==> src/rtl/core/itda_pkg.sv <==
`timescale 1ns / 1ps

package itda_pkg;

   localparam int unsigned REQ_VALUE_WIDTH = 64;
   localparam int unsigned CHAR_WIDTH      = 8;

   localparam logic [CHAR_WIDTH-1:0] CHAR_ZERO  = 8'd48;
   localparam logic [CHAR_WIDTH-1:0] CHAR_MINUS = 8'd45;

   localparam logic MODE_UNSIGNED = 1'b0;
   localparam logic MODE_SIGNED   = 1'b1;

   typedef struct packed {
      logic [REQ_VALUE_WIDTH-1:0] value;
      logic                       mode;
   } itda_req_type;

   typedef struct packed {
      logic [CHAR_WIDTH-1:0] character;
      logic                  last;
   } itda_rsp_type;

   typedef enum logic [2:0] {
      ST_IDLE,
      ST_CONVERT,
      ST_SIGN,
      ST_SKIP,
      ST_EMIT
   } itda_state_type;

   // controller to datapath
   typedef struct packed {
      logic load;
      logic convert;
      logic shift_digit;
      logic emit_sign;
   } itda_cmd_type;

   // datapath to controller
   typedef struct packed {
      logic negative;
      logic top_digit_zero;
   } itda_status_type;

endpackage

==> src/rtl/core/itda_datapath.sv <==
`timescale 1ns / 1ps

module itda_datapath
   import itda_pkg::*;
#(
   parameter int unsigned VALUE_WIDTH = 64,
   parameter int unsigned NUM_DIGITS  = 20
) (
   input  logic                  clock,
   input  itda_req_type          req_payload,
   input  itda_cmd_type          cmd,
   output itda_status_type       status,
   output logic [CHAR_WIDTH-1:0] character
);

   localparam int unsigned BCD_WIDTH = 4 * NUM_DIGITS;

   logic [VALUE_WIDTH-1:0] bin_ff, bin_in;
   logic [BCD_WIDTH-1:0]   bcd_ff, bcd_in;
   logic                   neg_ff, neg_in;

   logic [VALUE_WIDTH-1:0] raw_value;
   logic [VALUE_WIDTH-1:0] magnitude;
   logic                   raw_negative;
   logic [BCD_WIDTH-1:0]   bcd_adj;
   logic [3:0]             top_digit;

   assign raw_value    = req_payload.value[VALUE_WIDTH-1:0];
   assign raw_negative = (req_payload.mode == MODE_SIGNED) && raw_value[VALUE_WIDTH-1];
   // unsigned negation, so the most negative value comes out right
   assign magnitude    = raw_negative ? ({VALUE_WIDTH{1'b0}} - raw_value) : raw_value;

   // add 3 to every digit of 5 or more before the shift
   always_comb begin
      for (int i = 0; i < NUM_DIGITS; i++) begin
         if (bcd_ff[4*i +: 4] >= 4'd5) begin
            bcd_adj[4*i +: 4] = bcd_ff[4*i +: 4] + 4'd3;
         end else begin
            bcd_adj[4*i +: 4] = bcd_ff[4*i +: 4];
         end
      end
   end

   always_comb begin
      bin_in = bin_ff;
      bcd_in = bcd_ff;
      neg_in = neg_ff;
      if (cmd.load) begin
         bin_in = magnitude;
         bcd_in = '0;
         neg_in = raw_negative;
      end else if (cmd.convert) begin
         bcd_in = {bcd_adj[BCD_WIDTH-2:0], bin_ff[VALUE_WIDTH-1]};
         bin_in = {bin_ff[VALUE_WIDTH-2:0], 1'b0};
      end else if (cmd.shift_digit) begin
         bcd_in = {bcd_ff[BCD_WIDTH-5:0], 4'b0000};
      end
   end

   always_ff @(posedge clock) begin
      bin_ff <= bin_in;
      bcd_ff <= bcd_in;
      neg_ff <= neg_in;
   end

   assign top_digit             = bcd_ff[BCD_WIDTH-1 -: 4];
   assign status.negative       = neg_ff;
   assign status.top_digit_zero = (top_digit == 4'd0);
   assign character = cmd.emit_sign ? CHAR_MINUS : (CHAR_ZERO + {4'b0000, top_digit});

endmodule

==> src/rtl/core/itda_ctrl.sv <==
`timescale 1ns / 1ps

module itda_ctrl
   import itda_pkg::*;
#(
   parameter int unsigned VALUE_WIDTH = 64,
   parameter int unsigned NUM_DIGITS  = 20
) (
   input  logic            clock,
   input  logic            reset,
   input  logic            start,
   input  itda_status_type status,
   output itda_cmd_type    cmd,
   output logic            busy,
   output logic            rsp_strobe,
   output logic            rsp_last
);

   localparam int unsigned BIT_CNT_WIDTH = $clog2(VALUE_WIDTH);
   localparam int unsigned DIG_CNT_WIDTH = $clog2(NUM_DIGITS + 1);

   itda_state_type           state_ff, state_in;
   logic [BIT_CNT_WIDTH-1:0] bit_cnt_ff, bit_cnt_in;
   logic [DIG_CNT_WIDTH-1:0] dig_cnt_ff, dig_cnt_in;

   always_ff @(posedge clock) begin
      if (reset) begin
         state_ff   <= ST_IDLE;
         bit_cnt_ff <= '0;
         dig_cnt_ff <= '0;
      end else begin
         state_ff   <= state_in;
         bit_cnt_ff <= bit_cnt_in;
         dig_cnt_ff <= dig_cnt_in;
      end
   end

   always_comb begin
      state_in        = state_ff;
      bit_cnt_in      = bit_cnt_ff;
      dig_cnt_in      = dig_cnt_ff;
      cmd             = '0;
      busy            = 1'b1;
      rsp_strobe      = 1'b0;
      rsp_last        = 1'b0;
      unique case (state_ff)
         ST_IDLE: begin
            busy = 1'b0;
            if (start) begin
               cmd.load   = 1'b1;
               bit_cnt_in = BIT_CNT_WIDTH'(VALUE_WIDTH - 1);
               dig_cnt_in = DIG_CNT_WIDTH'(NUM_DIGITS);
               state_in   = ST_CONVERT;
            end
         end
         ST_CONVERT: begin
            cmd.convert = 1'b1;
            if (bit_cnt_ff == '0) begin
               state_in = status.negative ? ST_SIGN : ST_SKIP;
            end else begin
               bit_cnt_in = bit_cnt_ff - 1'b1;
            end
         end
         ST_SIGN: begin
            cmd.emit_sign = 1'b1;
            rsp_strobe    = 1'b1;
            state_in      = ST_SKIP;
         end
         ST_SKIP: begin
            // drop leading zeros, keep at least one digit
            if (status.top_digit_zero && (dig_cnt_ff > DIG_CNT_WIDTH'(1))) begin
               cmd.shift_digit = 1'b1;
               dig_cnt_in      = dig_cnt_ff - 1'b1;
            end else begin
               state_in = ST_EMIT;
            end
         end
         ST_EMIT: begin
            rsp_strobe      = 1'b1;
            cmd.shift_digit = 1'b1;
            dig_cnt_in      = dig_cnt_ff - 1'b1;
            if (dig_cnt_ff == DIG_CNT_WIDTH'(1)) begin
               rsp_last = 1'b1;
               state_in = ST_IDLE;
            end
         end
         default: begin
            state_in = ST_IDLE;
         end
      endcase
   end

endmodule

==> src/rtl/core/integer_to_decimal_ascii_unit.sv <==
`timescale 1ns / 1ps

// Binary to decimal ASCII converter. Pulse start while busy is low to hand
// over one value (the transfer happens on that edge); the block then streams
// the decimal text of the low VALUE_WIDTH bits, most significant digit first,
// one character per rsp_strobe cycle, with a leading '-' for a negative value
// in signed mode and last set on the final digit. Zero gives a single '0'.
// The receiver cannot stall: every strobed character must be taken in the
// cycle it appears. Busy stays high for each value through VALUE_WIDTH
// shift-and-add-3 steps of the BCD converter, then a minus sign when one is
// sent, then, for each BCD digit position, a step either to drop a leading
// zero or to send a digit, plus one step to leave the zero skip.
module integer_to_decimal_ascii_unit
   import itda_pkg::*;
#(
   parameter int unsigned VALUE_WIDTH = 64
) (
   input  logic         clock,
   input  logic         reset,
   input  logic         start,
   output logic         busy,
   input  itda_req_type req_payload,
   output logic         rsp_strobe,
   output itda_rsp_type rsp_payload
);

   // digits needed for the widest unsigned value: floor(W * log10(2)) + 1
   localparam int unsigned NUM_DIGITS = (VALUE_WIDTH * 30103) / 100000 + 1;

   itda_cmd_type          cmd;
   itda_status_type       status;
   logic [CHAR_WIDTH-1:0] character;
   logic                  rsp_last;

   // sequencer: counts conversion steps and digits, drives the datapath
   itda_ctrl #(
      .VALUE_WIDTH (VALUE_WIDTH),
      .NUM_DIGITS  (NUM_DIGITS)
   ) u_ctrl (
      .clock      (clock),
      .reset      (reset),
      .start      (start),
      .status     (status),
      .cmd        (cmd),
      .busy       (busy),
      .rsp_strobe (rsp_strobe),
      .rsp_last   (rsp_last)
   );

   // magnitude, BCD shift register and character forming
   itda_datapath #(
      .VALUE_WIDTH (VALUE_WIDTH),
      .NUM_DIGITS  (NUM_DIGITS)
   ) u_datapath (
      .clock       (clock),
      .req_payload (req_payload),
      .cmd         (cmd),
      .status      (status),
      .character   (character)
   );

   assign rsp_payload.character = character;
   assign rsp_payload.last      = rsp_last;

endmodule

==> config.mk <==
export PLATFORM = sky130hd
export DESIGN_NAME = integer_to_decimal_ascii_unit
export DESIGN_NICKNAME = d
export VERILOG_FILES = /design/src/rtl/core/itda_pkg.sv /design/src/rtl/core/itda_datapath.sv /design/src/rtl/core/itda_ctrl.sv /design/src/rtl/core/integer_to_decimal_ascii_unit.sv
export SDC_FILE = /design/constraint.sdc
export NUM_CORES = 1
export LEC_CHECK = 0
export BUFFER_PORTS_ARGS = -buffer_cell sky130_fd_sc_hd__buf_2
export CORE_AREA = 2 2 149 151
export CTS_CLUSTER_SIZE = 24
export DETAILED_ROUTE_END_ITERATION = 10
export DIE_AREA = 0 0 151 153
export PLACE_DENSITY = 0.73
export SYNTH_ARGS = -nofsm -noshare
export SYNTH_HDL_FRONTEND = slang
export SYNTH_HIERARCHICAL = 1
export SYNTH_SLANG_ARGS = --single-unit
==> constraint.sdc <==
create_clock -name clock -period 3.1 [get_ports clock]
set_clock_uncertainty 0.05 [all_clocks]
set_input_delay 0.62 -clock clock [delete_from_list [all_inputs] [get_ports clock]]
set_output_delay 0.62 -clock clock [all_outputs]
set_load 0.02 [all_outputs]
## Word level (Yosys, flattened, before mapping)

Index checks and enable logic that the tools add are counted.

- Flip-flop bits (word level): 159
- Output and inout port bits: 11
- Logic and storage cells: 123

- $add $sub $neg: 24
- Magnitude comparators: 21
- Equality and inequality tests: 11
- Multiplexer cells: 48
- Reduce and logical (&&, ||, !) cells: 13

Operators by type and width:

| kind | count |
|---|---|
| $mux 64 | 3 |
| $mux 80 | 2 |
| $ge 4x3->1 const B | 20 |
| $add 4x2->4 const B | 19 |
| $mux 4 | 19 |
| $sub 1x64->64 const A | 1 |
| $mux 3 | 5 |
| $pmux 3 s5 | 1 |
| $pmux 5 s3 | 1 |
| $mux 6 | 2 |
| $pmux 6 s2 | 1 |
| $mux 1 | 10 |
| $mux 5 | 2 |
| $mux 8 | 1 |
| $add 6x4->7 const A | 1 |
| $eq 3x2->1 const B | 2 |
| $logic_not 6->1 | 1 |
| $ne 2x1->1 const B | 3 |
| $ne 2x2->1 const B | 3 |
| $reduce_and 3->1 | 2 |
| $reduce_bool 2->1 | 3 |
| $sub 6x1->6 const B | 1 |
| $eq 5x1->1 const B | 1 |
| $gt 5x1->1 const B | 1 |
| 11 further kinds | 12 |

## Logic depth before layout (Yosys ltp)

Gate-level depths: netlist of the first run.

- Depth after elaboration: 6
- Depth in mapped cells: 12
- Gate-level depth less buffers: 9

## Hierarchy

The synthesis of the first run kept the hierarchy.

Modules (own cells, without submodules):

| module | times used | cells an instance | area an instance (sq um) | seq. area each (sq um) |
|---|---|---|---|---|
| itda_datapath | 1 | 1,151 | 9,686.8 | 3,553.4 |
| itda_ctrl | 1 | 109 | 904.6 | 280.3 |
| integer_to_decimal_ascii_unit | 1 | 1 | 7.5 | 0.0 |

## Worst setup path after synthesis of the first run

Ideal clock, no wire load.

- Path type: reg-to-reg
- Start point: register u_ctrl.state_ff[0]
- End point: register u_datapath.bin_ff[0], enable pin
- Library setup time: 0.394 ns
- Data arrival time: 2.579 ns
- Slack: 0.077 ns
- Stages on the path, launching flop included: 9
- Path buffers: 4
- Clock period less this slack: 3.023 ns
- Cell sequence: dfxtp_1 > buf_2 > nor2_1 > nand3_1 > inv_1 > clkbuf_1 > clkbuf_1 > clkbuf_1 > or2_2

RTL lines:

| item | RTL line | text |
|---|---|---|
| start: declaration | itda_ctrl.sv:22 | `itda_state_type state_ff, state_in;` |
| start signal: assignment | itda_ctrl.sv:32 | `state_ff <= state_in;` |
| end signal: assignment | itda_datapath.sv:61 | `bin_ff <= bin_in;` |
| end: declaration | itda_datapath.sv:18 | `logic [VALUE_WIDTH-1:0] bin_ff, bin_in;` |

## Worst setup path after layout of the first run

- Start point: input req_payload[39] (netlist name)
- End point: register u_datapath.bin_ff[61], data pin

- Cells in the longest elaborated chain, start to end: 3

RTL lines:

| item | RTL line | text |
|---|---|---|
| start: declaration | integer_to_decimal_ascii_unit.sv:22 | `input itda_req_type req_payload,` |
| $sub 1x64->64 | itda_datapath.sv:31 | `assign magnitude = raw_negative ? ({VALUE_WIDTH{1'b0}} - raw_value) : raw_value;` |
| $mux 64 | itda_datapath.sv:31 |  |
| $mux 64 | itda_datapath.sv:48 | `if (cmd.load) begin` |
| named net u_datapath.bin_in[61] | itda_datapath.sv:18 |  |

The timed path passes the listed nets, and every way through them passes these cells.
A chain may end at the register's enable or synchronous reset.

==> reports/qor.tcl, run 1 <==
set qor(run_status) {completed}
set qor(final_design_area_no_fill_sq_um) 11900
set qor(tritoncts) {done}
set qor(max-cap-violations) 0
set qor(setup.worst_path.start_class) {input port}
set qor(antenna_found_initial) 0
set qor(number_of_slew_limit_violations_in_the_final_report) 0
set qor(synth-edff-count) 65
set qor(grt_first_pass_wirelength_microns) 43500
set qor(number_of_global_route_vias_before_repair) 9032
set qor(clkLatencyLatePin_ns) 0.43
set qor(worstRegToRegCells) 10
set qor(final_core_utilization) 0.555
set qor(hold-path-endpoint) {u_datapath/bcd_ff[0]}
set qor(holdWs_ns) 0.458
set qor(timing.final.ws_setup_ns) 0.375
set qor(die_width_microns) 151
set qor(row_count) 54
set qor(critical_path_type) {input port to flop}
set qor(root_buffer) {clkbuf_16}
set qor(gp_congestion) 0.912
set qor(first_pass_iters) 5
set qor(cts_max_level) 4
set qor(met2_routed_length_microns) 12200
set qor(synth_area_per_cell_sq_um) 8.41
set qor(power_frac_comb) 0.388
set qor(grt_use_total) 0.228
set qor(min_path_type) {flop to flop}
set qor(power.density_cell_area_nw_per_um2) 760
set qor(max_freq_mhz) 367
set qor(yosys_warnings) 6
set qor(layout-area-overhead-vs-synth_pct) 12.5
set qor(internal_power_uw) 5600
set qor(finalCritPeriodShare) 0.879
set qor(worst_r2r_endpoint) {u_datapath/bcd_ff[20]}
set qor(route.met3.wl_microns) 1170
set qor(grt_max_degree) 66
set qor(met1Wirelength_microns) 12000
set qor(worstMarginPinSlew_ns) 0.659
set qor(vdd_ir_max_v) 0.000378
set qor(synth_ff_type) {dfxtp_1}
set qor(sw_frac_of_total) 0.382
set qor(overall_via_count_from_detail_route) 9723
set qor(seq_area_frac_synth) 0.362
set qor(ant_nets) 0
set qor(rsz_0062_raised_after_global_routing) {false}
set qor(detail_route.iter0.violations) 751
set qor(grt_overflow) 0
set qor(finalWirelength_microns) 25800
set qor(cts_made_buffers) 17
set qor(cts_repair_resize_count) 0
set qor(post_synth_num_cell_types) 71
set qor(starting_density_of_the_core) 0.493
set qor(async_reset_ff_frac) 0
set qor(worstSetupEndpointType) {flop}
set qor(worst-path-max-fanout) 5
set qor(post_cts_hold_buffer_count) 0
set qor(fp.dieArea_sq_um) 23100
set qor(share_clk_of_total_power) 0.219
set qor(sw_power_uw) 3460
set qor(io_buf_count) 75
set qor(r2r_slack_ns) 0.46
set qor(placed_area_sq_um) 11400
set qor(p_leak_uw) 0.00424
set qor(post-place-ws_ns) -0.0198
set qor(hold_path.startpoint) {u_datapath/bin_ff[63]}
set qor(vias_per_cell) 6.02
set qor(seqPwrFrac) 0.393
set qor(cts.clk_slew.worst_paths_ns) 0.06
set qor(layout-drive-gt1-share) 0.137
set qor(ys_seq_elements) 159
set qor(whs_path_depth) 2
set qor(postSynthCellCount) 1261
set qor(floorplan.core_area_sq_um) 21500
set qor(worstPathArrival_ns) 2.84
set qor(nets) 1434
set qor(post-cts-setup-buffer-count) 0
set qor(syn-cell-area_sq_um) 10600
set qor(diodes) 0
set qor(die-height_microns) 153
set qor(detail_route.drc_violations) 0
set qor(io_pins) 79
set qor(fin_crit_ns) 2.73
set qor(regToRegStartpoint) {u_datapath/bcd_ff[76]}
set qor(report.final.setup_viol) 0
set qor(maxSlewHeadroom) 0.561
set qor(cts.path.max_buffers) 2
set qor(finalSetupTns_ns) 0
set qor(final-hold-violation-count) 0
set qor(cts_sinks) 159
set qor(highest-signal-layer) {met4}
set qor(avgRoutedWirePerCell_microns) 16.0
set qor(cp_required_ns) 3.21
set qor(hpwl_microns) 17700
[cells in the mapped netlist (12+ instances only)]
master      n  area [sq um]
or3_1      27           169
xnor2_1    25           219
nor3b_1    46           345
nand4_1    17           106
clkbuf_1   66           248
inv_1      56           210
dfxtp_1    94          1880
nand3_1    28           140
nor2_1    141           529
a32oi_1    19           166
a21oi_1   135           676
nor3_1     29           145
o21ai_0    61           305
ha_1       45           563
edfxtp_1   65          1950
nand2_1    45           169
xor2_1     29           254
nor4_1     23           144
a31oi_1    12          75.1
nor2b_1    23           144
nand2b_1   22           138
o31ai_1    12          90.1
a211oi_1  118           886
[layout make-up]
type                    instances  area, sq um
clock buffers                  24          493
clock inverters                 8         52.6
fillers                      1998         9560
inverters                      56          215
multi-input cells             965         6230
flip-flops and latches        159         3830
well taps                     280          350
repair buffers                122          753
[worst max-delay path, stage by stage]
cell	delay (ns)
buf_2	0.13
or4_4	0.55
or4b_1	0.63
buf_4	0.19
nor3_1	0.37
a21boi_0	0.16
nand3b_1	0.18
[registers in the layout, summed over array words and instances (netlist names)]
| register | count |
|---|---|
| u_ctrl/bit_cnt_ff | 6 |
| u_ctrl/dig_cnt_ff | 5 |
| u_ctrl/state_ff | 3 |
| u_datapath/bcd_ff | 80 |
| u_datapath/bin_ff | 64 |
| u_datapath/neg_ff | 1 |
[power by group through the flow]
stage,Sequential (uW),Clock [uW],Combinational [uW]
6_report,3560,1990,3510
5_1_grt,3670,2110,3990
4_1_cts,3560,2030,3510
3_5_place_dp,3590,0,3480
3_3_place_gp,3580,0,3360
2_1_floorplan,3400,0,2810
[kinds of logic (layout without fill, tap and decap cells)]
| group | count (synthesis) | in the layout | synth area share |
|---|---|---|---|
| simple gates | 450 | 450 | 0.233 |
| compound gates | 405 | 405 | 0.247 |
| flops | 159 | 159 | 0.362 |
| buf+inv | 138 | 210 | 0.0519 |
| xor+xnor | 54 | 54 | 0.0446 |
| fa+ha+maj | 45 | 45 | 0.0531 |
| mux | 8 | 8 | 0.00756 |
| other cells | 2 | 3 | 0.000709 |
[worst max-delay path by stage]
stage,start,end
floorplan,u_ctrl/state_ff[0],u_datapath/bin_ff[0]
global placement,req_payload[39],u_datapath/bin_ff[61]
detailed placement,req_payload[39],u_datapath/bin_ff[61]
CTS,req_payload[39],u_datapath/bin_ff[61]
global route,u_ctrl/state_ff[0],u_datapath/bin_ff[43]
finish,req_payload[39],u_datapath/bin_ff[61]
[routing by layer]
| layer | GRT usage | vias to the layer above |
|---|---|---|
| met1 | 0.313 | 4606 |
| met2 | 0.370 | 256 |
| met3 | 0.0361 | 33 |
| met4 | 0.0659 | 0 |
| met5 | 0 | - |
| li1 | - | 4828 |
[metrics by stage]
step           total power, uW  cells
6_report                  9060   1614
2_1_floorplan             6210   1262
3_3_place_gp              6950   1582
5_1_grt                   9770   1614
3_5_place_dp              7070   1582
4_1_cts                   9090   1614
[cells in the final DEF (no fill, tap or decap), drive strengths merged, types with 29 or more instances in the layout]
master	netlist	routed
a211oi	118	118
a21oi	136	136
buf	16	122
dfxtp	94	94
edfxtp	65	65
ha	45	45
inv	56	61
nand2	45	45
nor2	141	141
nor3	31	31
nor3b	47	47
o21ai	62	62
xor2	29	29
(Power assumes the default switching activity.)
==> run 2: changes to the inputs <==
--- a/config.mk
+++ b/config.mk
@@ -6,11 +6,11 @@
 export NUM_CORES = 1
 export LEC_CHECK = 0
 export BUFFER_PORTS_ARGS = -buffer_cell sky130_fd_sc_hd__buf_2
-export CORE_AREA = 2 2 149 151
+export CORE_AREA = 2 2 141 143
 export CTS_CLUSTER_SIZE = 24
 export DETAILED_ROUTE_END_ITERATION = 10
-export DIE_AREA = 0 0 151 153
-export PLACE_DENSITY = 0.73
+export DIE_AREA = 0 0 143 145
+export PLACE_DENSITY = 0.8
 export SYNTH_ARGS = -nofsm -noshare
 export SYNTH_HDL_FRONTEND = slang
 export SYNTH_HIERARCHICAL = 1
==> reports/qor.tcl, run 2 (same netlist as run 1, synthesis figures left out) <==
set qor(placed_area_sq_um) 11400 ;# about the same
set qor(rsz_0062_raised_after_global_routing) {false} ;# unchanged
set qor(die-height_microns) 145 ;# was 153 microns
set qor(final_core_utilization) 0.628 ;# was 0.555
set qor(antenna_found_initial) 0 ;# unchanged
set qor(cts_repair_resize_count) 0 ;# unchanged
set qor(cts_max_level) 4 ;# unchanged
set qor(detail_route.iter0.violations) 783 ;# was 751
set qor(root_buffer) {clkbuf_16} ;# unchanged
set qor(worstRegToRegCells) 10 ;# unchanged
set qor(floorplan.core_area_sq_um) 19200 ;# was 21500 sq um
set qor(cts.path.max_buffers) 2 ;# unchanged
set qor(hold_path.startpoint) {u_ctrl/dig_cnt_ff[3]} ;# was u_datapath/bin_ff[63]
set qor(cts_sinks) 159 ;# unchanged
set qor(min_path_type) {flop to flop} ;# unchanged
set qor(io_pins) 79 ;# unchanged
set qor(worst-path-max-fanout) 4 ;# was 5
set qor(vdd_ir_max_v) 0.000448 ;# was 0.000378 V
set qor(cp_required_ns) 3.22 ;# was 3.21 ns
set qor(number_of_slew_limit_violations_in_the_final_report) 0 ;# unchanged
set qor(critPathLaunch) {req_payload[39]} ;# unchanged
set qor(finalCritPeriodShare) 0.863 ;# was 0.879
set qor(grt_overflow) 0 ;# unchanged
set qor(io_buf_count) 75 ;# unchanged
set qor(maxSlewHeadroom) 0.500 ;# was 0.561
set qor(fp.dieArea_sq_um) 20700 ;# was 23100 sq um
set qor(largestRegisters) {u_datapath/bcd_ff: 80 flops, u_datapath/bin_ff: 64 flops, u_ctrl/bit_cnt_ff: 6 flops} ;# unchanged
set qor(max_freq_mhz) 374 ;# was 367 MHz
set qor(largest_register_ff_count) 80 ;# unchanged
set qor(registers.top_by_ff_count) {u_datapath/bcd_ff} ;# unchanged
set qor(final_cell_count_no_fill) 1600 ;# was 1614
set qor(cts.clk_slew.worst_paths_ns) 0.06 ;# about the same
set qor(finalSetupTns_ns) 0 ;# unchanged
set qor(endpoint) {u_datapath/bin_ff[61]} ;# unchanged
set qor(grt_first_pass_wirelength_microns) 43700 ;# was 43500 microns
set qor(vias_per_cell) 6.15 ;# was 6.02
set qor(critical_path_type) {input port to flop} ;# unchanged
set qor(post_cts_hold_buffer_count) 0 ;# unchanged
set qor(worstSetupEndpointType) {flop} ;# unchanged
set qor(first_pass_iters) 6 ;# was 5
set qor(ant_nets) 0 ;# unchanged
set qor(power.density_cell_area_nw_per_um2) 781 ;# was 760 nW/um^2
set qor(final-hold-violation-count) 0 ;# unchanged
set qor(layout-drive-gt1-share) 0.139 ;# was 0.137
set qor(max-cap-violations) 0 ;# unchanged
set qor(regToRegStartpoint) {u_datapath/bcd_ff[76]} ;# unchanged
set qor(cts_made_buffers) 17 ;# unchanged
set qor(grt_use_total) 0.252 ;# was 0.228
set qor(detail_route.drc_violations) 0 ;# unchanged
set qor(die_width_microns) 143 ;# was 151 microns
set qor(clkLatencyLatePin_ns) 0.43 ;# about the same
set qor(gp_congestion) 0.873 ;# was 0.912
set qor(finalWirelength_microns) 25900 ;# was 25800 microns
set qor(worst_r2r_endpoint) {u_datapath/bcd_ff[39]} ;# was u_datapath/bcd_ff[20]
set qor(worstMarginPinSlew_ns) 0.749 ;# was 0.659 ns
set qor(row_count) 51 ;# was 54
set qor(fin_crit_ns) 2.67 ;# was 2.73 ns
set qor(nets) 1435 ;# was 1434
set qor(avgRoutedWirePerCell_microns) 16.2 ;# was 16.0 microns
set qor(hpwl_microns) 17400 ;# was 17700 microns
set qor(setup.worst_path.start_class) {input port} ;# unchanged
set qor(worstPathArrival_ns) 2.79 ;# was 2.84 ns
set qor(numPlacedInstances) 1568 ;# was 1582
set qor(run_status) {completed} ;# unchanged
set qor(grt_max_degree) 65 ;# was 66
set qor(most_used_cells_in_the_layout_excluding_fill_and_tap_cells) {141 x nor2_1, 135 x a21oi_1, 118 x a211oi_1} ;# unchanged
set qor(mostFrequentLayoutCell) {nor2_1} ;# unchanged
set qor(holdWs_ns) 0.464 ;# was 0.458 ns
set qor(post-cts-setup-buffer-count) 0 ;# unchanged
set qor(diodes) 0 ;# unchanged
set qor(p_leak_uw) 0.00430 ;# was 0.00424 uW
set qor(report.final.setup_viol) 0 ;# unchanged
set qor(tritoncts) {done} ;# unchanged
set qor(overall_via_count_from_detail_route) 9841 ;# was 9723
set qor(final_design_area_no_fill_sq_um) 12100 ;# was 11900 sq um
set qor(layout-area-overhead-vs-synth_pct) 13.8 ;# was 12.5%
set qor(number_of_global_route_vias_before_repair) 9120 ;# was 9032
set qor(starting_density_of_the_core) 0.552 ;# was 0.493
set qor(r2r_slack_ns) 0.50 ;# was 0.46 ns
==> run 2: layout make-up <==
cell class / count / area, sq um
clock buffer: 23 / 542
clock inverter: 9 / 114
inverter: 56 / 215
multi-input combinational: 965 / 6230
sequential: 159 / 3830
fill: 1615 / 7150
tap: 265 / 332
timing repair buffer: 123 / 798
==> run 2: worst max-delay path, stage by stage <==
cell and delay [ns]:
buf_2 0.11, or4_4 0.54, or4b_1 0.64, buf_4 0.20, nor3_1 0.35, a21boi_0 0.15
nand3b_1 0.19
==> run 2: metrics by stage <==
| stage | setup WS (ns) | total power [uW] |
|---|---|---|
| floorplan | 0.0767 | 6210 |
| global placement | 0.0990 | 6920 |
| detailed placement | 0.0272 | 7070 |
| CTS | 0.424 | 9430 |
| global route | 0.263 | 10100 |
| finish | 0.426 | 9420 |
==> run 2: worst min path at each step <==
| stage | to | cells past startpoint |
|---|---|---|
| 2_1_floorplan | u_datapath/bcd_ff[0] | 2 |
| 3_3_place_gp | u_datapath/bcd_ff[0] | 2 |
| 3_5_place_dp | u_datapath/bcd_ff[0] | 2 |
| 4_1_cts | u_ctrl/dig_cnt_ff[3] | 2 |
| 5_1_grt | u_ctrl/dig_cnt_ff[3] | 2 |
| 6_report | u_ctrl/dig_cnt_ff[3] | 2 |
==> run 2: routing by layer <==
metal / wire (microns) / vias to the layer above / GRT usage / part of all wire
met5: 0 / - / 0 / 0
met4: 405 / 0 / 0.0703 / 0.016
met3: 1460 / 40 / 0.0399 / 0.056
met2: 12600 / 319 / 0.415 / 0.48
met1: 11500 / 4647 / 0.342 / 0.44
li1: - / 4835 / - / -
==> run 2: report_power, final <==
group,switching [uW],internal (uW),total [uW]
clock network,894,1400,2300
registers,605,2960,3570
logic,2010,1540,3550
==> run 3: changes to the inputs <==
--- a/config.mk
+++ b/config.mk
@@ -6,11 +6,11 @@
 export NUM_CORES = 1
 export LEC_CHECK = 0
 export BUFFER_PORTS_ARGS = -buffer_cell sky130_fd_sc_hd__buf_2
-export CORE_AREA = 2 2 141 143
+export CORE_AREA = 2 2 136 138
 export CTS_CLUSTER_SIZE = 24
 export DETAILED_ROUTE_END_ITERATION = 10
-export DIE_AREA = 0 0 143 145
-export PLACE_DENSITY = 0.8
+export DIE_AREA = 0 0 138 140
+export PLACE_DENSITY = 0.82
 export SYNTH_ARGS = -nofsm -noshare
 export SYNTH_HDL_FRONTEND = slang
 export SYNTH_HIERARCHICAL = 1
==> constraint.sdc (replaced) <==
create_clock -name clock -period 2.55 [get_ports clock]
set_clock_uncertainty 0.05 [all_clocks]
set_input_delay 0.51 -clock clock [delete_from_list [all_inputs] [get_ports clock]]
set_output_delay 0.51 -clock clock [all_outputs]
set_load 0.02 [all_outputs]
==> reports/qor.tcl, run 3 (same netlist as run 1, synthesis figures left out) <==
set qor(run_status) {completed} ;# unchanged
set qor(grt_most_used_layer) {met2} ;# unchanged
set qor(global_route.usage.met2) 0.454 ;# was 0.415
set qor(vias_per_cell) 6.22 ;# was 6.15
set qor(hold_path.startpoint) {reset} ;# was u_ctrl/dig_cnt_ff[3]
set qor(grt_use_total) 0.269 ;# was 0.252
set qor(io_pins) 79 ;# unchanged
set qor(fp.dieArea_sq_um) 19300 ;# was 20700 sq um
set qor(number_of_slew_limit_violations_in_the_final_report) 0 ;# unchanged
set qor(gp_congestion) 0.914 ;# was 0.873
set qor(cts_sinks) 159 ;# unchanged
set qor(avgRoutedWirePerCell_microns) 16.1 ;# was 16.2 microns
set qor(hold-path-endpoint) {u_ctrl/dig_cnt_ff[1]} ;# was u_ctrl/dig_cnt_ff[3]
set qor(io_buf_count) 75 ;# unchanged
set qor(die-height_microns) 140 ;# was 145 microns
set qor(power.density_cell_area_nw_per_um2) 908 ;# was 781 nW/um^2
set qor(post-place-ws_ns) -0.360 ;# was 0.0272 ns
set qor(placed_area_sq_um) 11800 ;# was 11400 sq um
set qor(antenna_found_initial) 0 ;# unchanged
set qor(cts.path.max_buffers) 2 ;# unchanged
set qor(report.final.setup_viol) 0 ;# unchanged
set qor(detail_route.drc_violations) 0 ;# unchanged
set qor(layout-drive-gt1-share) 0.172 ;# was 0.139
set qor(root_buffer) {clkbuf_16} ;# unchanged
set qor(timing.final.ws_setup_ns) 0.136 ;# was 0.426 ns
set qor(worstSetupEndpointType) {flop} ;# unchanged
set qor(row_count) 49 ;# was 51
set qor(finalCritPeriodShare) 0.947
set qor(starting_density_of_the_core) 0.596 ;# was 0.552
set qor(layout-area-overhead-vs-synth_pct) 16.8 ;# was 13.8%
set qor(max_freq_mhz) 414
set qor(largest_register_ff_count) 80 ;# unchanged
set qor(cts.clk_slew.worst_paths_ns) 0.06 ;# about the same
set qor(cp_required_ns) 2.68 ;# was 3.22 ns
set qor(setup.worst_path.start_class) {input port} ;# unchanged
set qor(p_leak_uw) 0.00452 ;# was 0.00430 uW
set qor(worstRegToRegCells) 10 ;# unchanged
set qor(hpwl_microns) 17900 ;# was 17400 microns
set qor(grt_overflow) 0 ;# unchanged
set qor(maxSlewHeadroom) 0.616 ;# was 0.500
set qor(global_route_track_usage_on_met1) 0.351 ;# was 0.342
set qor(mostFrequentLayoutCell) {nor2_1} ;# unchanged
set qor(overall_via_count_from_detail_route) 10000 ;# was 9841
set qor(crit_chain) {buf_2, or4_1, or4b_4, buf_4, nor2_1, a21oi_1, or3_1} ;# was buf_2, or4_4, or4b_1, buf_4, nor3_1, a21boi_0, nand3b_1
set qor(critical_path_type) {input port to flop} ;# unchanged
set qor(diodes) 0 ;# unchanged
set qor(regToRegStartpoint) {u_datapath/bcd_ff[76]} ;# unchanged
set qor(worst_r2r_endpoint) {u_datapath/bcd_ff[69]} ;# was u_datapath/bcd_ff[39]
set qor(most_used_cells_in_the_layout_excluding_fill_and_tap_cells) {141 x nor2_1, 135 x a21oi_1, 118 x a211oi_1} ;# unchanged
set qor(tritoncts) {done} ;# unchanged
set qor(critical_path.max_stage_delay_ns) 0.57 ;# was 0.64 ns
set qor(holdWs_ns) 0.397 ;# was 0.464 ns
set qor(nets) 1486 ;# was 1435
set qor(worstMarginPinSlew_ns) 0.576 ;# was 0.749 ns
set qor(number_of_global_route_vias_before_repair) 9252 ;# was 9120
set qor(worst-path-max-fanout) 3 ;# was 4
set qor(post_cts_hold_buffer_count) 0 ;# unchanged
set qor(first_pass_iters) 5 ;# was 6
set qor(final-hold-violation-count) 0 ;# unchanged
set qor(worstPathArrival_ns) 2.54 ;# was 2.79 ns
set qor(whs_path_depth) 2 ;# unchanged
set qor(cts_max_level) 4 ;# unchanged
set qor(cts_made_buffers) 17 ;# unchanged
set qor(largestRegisters) {u_datapath/bcd_ff: 80 flops, u_datapath/bin_ff: 64 flops, u_ctrl/bit_cnt_ff: 6 flops} ;# unchanged
set qor(die_width_microns) 138 ;# was 143 microns
set qor(fin_crit_ns) 2.41
set qor(r2r_slack_ns) 0.17 ;# was 0.50 ns
set qor(vdd_ir_max_v) 0.000665 ;# was 0.000448 V
set qor(clkLatencyLatePin_ns) 0.43 ;# about the same
set qor(crit_slowest_cell) {or4_1} ;# was or4b_1
set qor(ant_nets) 0 ;# unchanged
set qor(critPathLaunch) {req_payload[43]} ;# was req_payload[39]
set qor(finalWirelength_microns) 25900 ;# about the same
set qor(grt_max_degree) 85 ;# was 65
set qor(grt_first_pass_wirelength_microns) 43800 ;# was 43700 microns
set qor(max-cap-violations) 0 ;# unchanged
set qor(detail_route.iter0.violations) 1013 ;# was 783
set qor(registers.top_by_ff_count) {u_datapath/bcd_ff} ;# unchanged
set qor(final_design_area_no_fill_sq_um) 12400 ;# was 12100 sq um
set qor(floorplan.core_area_sq_um) 17800 ;# was 19200 sq um
set qor(min_path_type) {input port to flop} ;# was flop to flop
set qor(groute.layer.met3.usage) 0.0492 ;# was 0.0399
==> run 3: cell types whose count changed in the layout (fill, tap and decap cells not counted), sizes merged <==
cell	before	now
clkinv	3	6
inv	59	58
buf	123	174
clkinvlp	1	4
clkbuf	23	18
==> run 3: final cells by class <==
| class | instances | area, sq um |
|---|---|---|
| clock buffer | 18 | 429 |
| fill | 1379 | 5400 |
| inverter | 56 | 215 |
| clock inverter | 14 | 141 |
| timing repair buffer | 174 | 1230 |
| tap | 229 | 287 |
| sequential | 159 | 3830 |
| multi-input combinational | 965 | 6240 |
==> run 3: stage by stage <==
| step | power (uW) | TNS (ns) | cells | util |
|---|---|---|---|---|
| 5_1_grt | 12100 | -0.00197 | 1615 | 0.696 |
| 4_1_cts | 11200 | 0 | 1615 | 0.695 |
| 3_5_place_dp | 8680 | -4.00 | 1583 | 0.663 |
| 3_3_place_gp | 8470 | -3.18 | 1583 | 0.663 |
| 2_1_floorplan | 7550 | -1.12 | 1262 | - |
| 6_report | 11200 | 0 | 1615 | 0.696 |
==> run 3: worst max path at each step <==
stage	to	slack, ns	cells past startpoint
2_1_floorplan	u_datapath/bin_ff[51]	-0.17	6
4_1_cts	rsp_payload[3]	0.05	5
3_5_place_dp	u_datapath/bin_ff[62]	-0.36	6
3_3_place_gp	u_datapath/bin_ff[62]	-0.30	6
5_1_grt	u_datapath/bcd_ff[69]	-0.002	10
6_report	u_datapath/bin_ff[60]	0.14	7
==> run 3: routing by layer <==
layer  vias up  part of all wire
met1      4759              0.44
li1       4931                 -
met2       312              0.49
met4         0             0.019
met3        41             0.056
met5         -                 0
==> run 3: timing repair <==
item,in CTS,in global routing
buffers inserted,0,0
gates resized for setup,0,4
endpoints found under the hold margin,0,0
setup endpoints to repair,0,13
==> run 3: power breakdown <==
| part | switching (uW) | leakage (uW) | internal [uW] |
|---|---|---|---|
| sequential | 732 | 0.00141 | 3600 |
| combinational | 2470 | 0.00283 | 1920 |
| clock | 1070 | 0.000272 | 1440 |
| total | 4280 | 0.00452 | 6960 |
==> run 3: worst max-delay path, delay by kind of cell <==
family / cells / cell delay (ns)
AO/OA/AOI/OAI: 1 / 0.10
buffers and inverters: 2 / 0.27
AND/OR/NAND/NOR: 4 / 1.65
